## src/hw/rtl/dpll_pkg.sv

```systemverilog
// ----------------------------------------------------------------------------
// dpll_pkg
// Shared widths, constants and types for the dark pixel luminance lift.
// ----------------------------------------------------------------------------
`default_nettype none

package dpll_pkg;

    // Q1.16 unity and hue angles in sixteenths of a degree
    localparam logic [16:0] ONE_Q16   = 17'd65536;
    localparam logic [16:0] HALF_Q16  = 17'd32768;
    localparam logic [12:0] HUE_FULL  = 13'd5760;
    localparam logic [12:0] HUE_THIRD = 13'd1920;
    localparam logic [12:0] HUE_2THRD = 13'd3840;
    localparam logic [9:0]  HUE_SIXTH = 10'd960;

    // pipelined divider geometry (one quotient bit per stage)
    localparam int unsigned DIV_DW = 24;
    localparam int unsigned DIV_VW = 9;
    localparam int unsigned DIV_QW = 17;

    // lightness = sm * 32768 / 255 as (sm * LIGHT_RECIP) >> 16, exact for sm <= 510
    localparam logic [23:0] LIGHT_RECIP = 24'd8421505;
    localparam logic [8:0] SUM_FULL  = 9'd510;
    localparam logic [8:0] SUM_HALF  = 9'd255;

    // x / 15 as (x * RECIP_15) >> RECIP_SHIFT, exact for x < 2^22
    localparam logic [22:0] RECIP_15    = 23'd4473925;
    localparam int unsigned RECIP_SHIFT = 26;

    localparam logic [7:0] BYTE_MAX = 8'd255;

    // register reset values
    localparam logic [16:0] THR_RESET    = 17'd41943;
    localparam logic [16:0] GAIN_RESET   = 17'd6554;
    localparam logic [16:0] OFFSET_RESET = 17'd32768;

    typedef enum logic [1:0] {
        CFG_THRESHOLD = 2'd0,
        CFG_GAIN      = 2'd1,
        CFG_OFFSET    = 2'd2
    } cfg_idx_t;

    // travels beside the dividers
    typedef struct packed {
        logic [7:0]  red;
        logic [7:0]  green;
        logic [7:0]  blue;
        logic [12:0] hue_base;
        logic        hue_neg;
        logic        grey;
        logic [16:0] light;
    } side_t;

    // travels through the back-conversion stages
    typedef struct packed {
        logic [7:0]  red;
        logic [7:0]  green;
        logic [7:0]  blue;
        logic        dark;
        logic [12:0] hue;
        logic [16:0] sat;
        logic [16:0] light;
    } pix_t;

endpackage

`default_nettype wire

```

## src/hw/rtl/dpll_div.sv

```systemverilog
// ----------------------------------------------------------------------------
// dpll_div
// Pipelined restoring divider, one quotient bit per register stage.
// ----------------------------------------------------------------------------
`default_nettype none

module dpll_div #(
    parameter int unsigned DW = dpll_pkg::DIV_DW,
    parameter int unsigned VW = dpll_pkg::DIV_VW,
    parameter int unsigned QW = dpll_pkg::DIV_QW
) (
    input  logic          aclk,
    input  logic          en,
    input  logic [DW-1:0] num,   // quotient must fit in QW bits
    input  logic [VW-1:0] den,   // non-zero
    output logic [QW-1:0] quo
);

    logic [VW-1:0] rem_reg [QW];
    logic [VW-1:0] den_reg [QW];
    logic [QW-1:0] low_reg [QW];
    logic [QW-1:0] quo_reg [QW];

    for (genvar k = 0; k < QW; k++) begin : g_step
        logic [VW-1:0] rem_in;
        logic [VW-1:0] den_in;
        logic [QW-1:0] low_in;
        logic [QW-1:0] quo_in;
        logic [VW:0]   trial;
        logic          take;

        if (k == 0) begin : g_first
            assign rem_in = VW'(num >> QW);
            assign den_in = den;
            assign low_in = num[QW-1:0];
            assign quo_in = '0;
        end else begin : g_rest
            assign rem_in = rem_reg[k-1];
            assign den_in = den_reg[k-1];
            assign low_in = low_reg[k-1];
            assign quo_in = quo_reg[k-1];
        end

        assign trial = {rem_in, low_in[QW-1]};
        assign take  = (trial >= {1'b0, den_in});

        always_ff @(posedge aclk) begin
            if (en) begin
                rem_reg[k] <= take ? VW'(trial - {1'b0, den_in}) : trial[VW-1:0];
                den_reg[k] <= den_in;
                low_reg[k] <= {low_in[QW-2:0], 1'b0};
                quo_reg[k] <= {quo_in[QW-2:0], take};
            end
        end
    end

    assign quo = quo_reg[QW-1];

endmodule

`default_nettype wire

```

## config.mk

```make
export PLATFORM = sky130hd
export DESIGN_NAME = dpll_div
export DESIGN_NICKNAME = d
export VERILOG_FILES = /design/src/hw/rtl/dpll_pkg.sv /design/src/hw/rtl/dpll_div.sv
export SDC_FILE = /design/constraint.sdc
export NUM_CORES = 1
export LEC_CHECK = 0
export ABC_AREA = 0
export BUFFER_PORTS_ARGS = -buffer_cell sky130_fd_sc_hd__buf_4
export CORE_MARGIN = 3
export CORE_UTILIZATION = 25
export DETAILED_ROUTE_END_ITERATION = 16
export GPL_ROUTABILITY_DRIVEN = 0
export SYNTH_ARGS = -nofsm -noshare
export SYNTH_HDL_FRONTEND = slang
export SYNTH_SLANG_ARGS = --single-unit
```

## constraint.sdc

```tcl
create_clock -name aclk -period 6.5 [get_ports aclk]
set_input_delay 0 -clock aclk [delete_from_list [all_inputs] [get_ports aclk]]
set_output_delay 0 -clock aclk [all_outputs]
set_load 0.02 [all_outputs]
```

==> impl_metrics.tcl <==
set metrics [dict create \
    cp.buffers_inverters 3 \
    drv_slew 0 \
    post_dp_cell_area_um2 28000 \
    remaining_drc_errors 0 \
    core_area_um2 102000 \
    synth_flop_cell "edfxtp_1" \
    avgSynthCellArea_um2 15.3 \
    final_hold_viol_count 0 \
    place_inst 3116 \
    cts.sinks 577 \
    routed_wl_um 42700 \
    viasPerCell 4.21 \
    die_w_um 327 \
    ys_ff_latch 577 \
    yosysWarnings 0 \
    floorplan.initialDensity_pct 25.3 \
    path_cells "inv_1, ha_1, inv_1, fa_1, a21oi_1, a21oi_1, o21bai_1, and2_0, inv_2, mux2_2" \
    clkSlewWorstSetupHoldPaths_ns 0.06 \
    final_cell_count_no_fill 3273 \
    io_pins 52 \
    die-area_um2 107000 \
    antenna_left 0 \
    wire_per_inst_um 13.0 \
    yosysTopAreaCell "edfxtp_1" \
    vias 13800 \
    overflow 0 \
    power_density_nw_per_um2 425 \
    fin_area_um2 30500 \
    clockRootBuffer "clkbuf_16" \
    die_h_um 327 \
    crit_family "compound AO/OA/AOI/OAI gates" \
    async_flop_share_pct 0 \
    p_leak_nw 11.4 \
    grt_pass1_vias 14600 \
    status "finished, final reports clean" \
    finalClockSkew_ns 0.0172 \
    syn_inst 1694 \
    synth_area_leaders "edfxtp_1 67%, ha_1 7.4%, mux2_2 4.9%, inv_1 2.9%, xnor2_1 2.0%" \
    slowest_delay_ns 0.42 \
    start_kind "flop" \
    cap_violations 0 \
    cpMaxStageDelayCell "fa_1" \
    drt_iter0_drc 738 \
    finalPower_mw 13.0 \
    antenna_found_initial 0 \
    synthesis.nets 1897 \
    hold_class "primary input to flop" \
    worstMarginPinSlew_ns 1.10 \
    clockBufferDepth 3 \
    cts_tree "done" \
    arrival_ns 3.17 \
    fin_util_pct 29.8 \
    cts-htree-levels 3 \
    clock_latency_ns 0.62 \
    cts_made_buffers 70 \
    num_rows 117 \
    rsz0062_at_grt "false" \
    grt_first_pass_wirelength_um 70800 \
    ir_drop_mv 0.161 \
    worst-path-max-fanout 6 \
    post_cts_buffers 0 \
    netlist.area_leader.share_pct 67.1 \
    worst-setup-path-type "flop to flop" \
    area_growth_pct 18.0 \
    final_nets 2057 \
    dp_hpwl_um 28500 \
    cp-end-kind "flop" \
    io_buffers 51 \
    dr.pass1.iters 5 \
    synth_cell_types 60 \
    fin_crit_ns 2.82 \
    synth_edf_count 577 \
    slew_headroom_pct 26.4 \
    max_freq_mhz 354 \
    grt_util_all_layers_pct 7.93 \
    num_antenna_cells 0 \
    setup_viol 0 \
    drive_gt1_share_pct 15.4 \
    ys_seq_area_share_pct 67.1 \
    largest_register_ffs 153 \
    period_share_pct 43.4 \
    synth_area_um2 25800 \
    grt_start_max_net_pins 193 \
    tns_ns 0 \
    required_ns 6.85 \
]
==> through the flow <==
stage	hold WS, ns	setup slack, ns
floorplan	0.0989	4.08
global placement	0.181	3.87
finish	0.108	3.68
detailed placement	0.181	3.77
CTS	0.0497	3.73
global route	0.0738	3.59
==> routing by layer <==
layer,track usage [%],up-vias,wire (um)
met5,0,-,0
met4,3.78,0,1720
met3,2.12,119,1780
met2,14.0,271,21400
met1,8.88,6665,17800
li1,-,6728,-
==> layout by cell type, fill, tap and decap left out, types with 13 or more instances in the layout <==
| cell type | netlist | final |
|---|---|---|
| buf_4 | 0 | 53 |
| xor2_1 | 20 | 20 |
| a21o_1 | 34 | 34 |
| ha_1 | 152 | 152 |
| nand4_1 | 13 | 13 |
| nand2_1 | 42 | 42 |
| xnor2_1 | 58 | 58 |
| a211oi_1 | 18 | 18 |
| clkbuf_16 | 0 | 70 |
| a21oi_1 | 83 | 83 |
| edfxtp_1 | 577 | 577 |
| mux2_2 | 112 | 112 |
| nand3_1 | 20 | 20 |
| dlygate4sd3_1 | 0 | 34 |
| nor2b_1 | 24 | 24 |
| clkinv_1 | 0 | 13 |
| nor2_1 | 73 | 73 |
| o31ai_1 | 21 | 21 |
| fa_1 | 16 | 16 |
| mux2i_1 | 29 | 29 |
| o21ai_0 | 33 | 33 |
| nand2b_1 | 20 | 20 |
| inv_1 | 199 | 199 |
| clkbuf_1 | 1 | 17 |
==> what timing repair did <==
| action | CTS | global route |
|---|---|---|
| hold endpoints to repair | 86 | 0 |
| resized for setup | 0 | 0 |
| hold buffers | 34 | 0 |
==> report_power, final <==
group          switching, mW  internal, mW  leakage [nW]  total [mW]
Sequential             0.312          5.05          5.63        5.36
Clock                   1.52          2.16          1.05        3.68
Combinational           2.01          1.90          4.76        3.91
==> layout make-up <==
cell class	instances	area, um^2
clock buffers	87	1820
clock inverters	36	348
fillers	10100	71700
inverters	200	751
multi-input cells	915	7750
flip-flops and latches	577	17300
well taps	1368	1710
repair buffers	90	793
==> path summary, 6_finish.rpt <==
path,cells after the start,start,slack (ns),to
hold reg to reg,0,quo_reg[6][3],0.40,quo_reg[7][4]
setup reg to reg,10,low_reg[0][207],3.68,rem_reg[0][121]
hold / removal,2,num[1],0.11,low_reg[0][1]
setup / recovery,10,low_reg[0][207],3.68,rem_reg[0][121]
==> Yosys cell counts (5+ instances only) <==
cell type  number
edfxtp_1      577
inv_1         199
ha_1          152
mux2_2        112
a21oi_1        83
nor2_1         73
xnor2_1        58
nand2_1        42
a21o_1         34
o21ai_0        33
mux2i_1        29
nor2b_1        24
o31ai_1        21
nand2b_1       20
nand3_1        20
xor2_1         20
a211oi_1       18
fa_1           16
nand4_1        13
nor3_1         11
o21a_1         11
a311oi_1        8
a31o_2          8
o31ai_4         8
a21boi_0        7
a21oi_2         7
a221oi_1        7
o22ai_1         7
and3_1          6
or3_1           6
a31oi_1         5
nand3b_1        5
or4b_2          5
==> kinds of logic (layout without fill, tap and decap cells) <==
logic type | Yosys count | count (layout) | share of synthesized area, %
simple gates | 237 | 237 | 4.65
mux | 141 | 141 | 6.01
compound gates | 291 | 291 | 8.09
fa+ha+maj | 168 | 168 | 8.60
flops | 577 | 577 | 67.1
buf+inv | 202 | 413 | 2.94
xor+xnor | 78 | 78 | 2.64
Note: power is estimated with default switching activity, not from simulation.
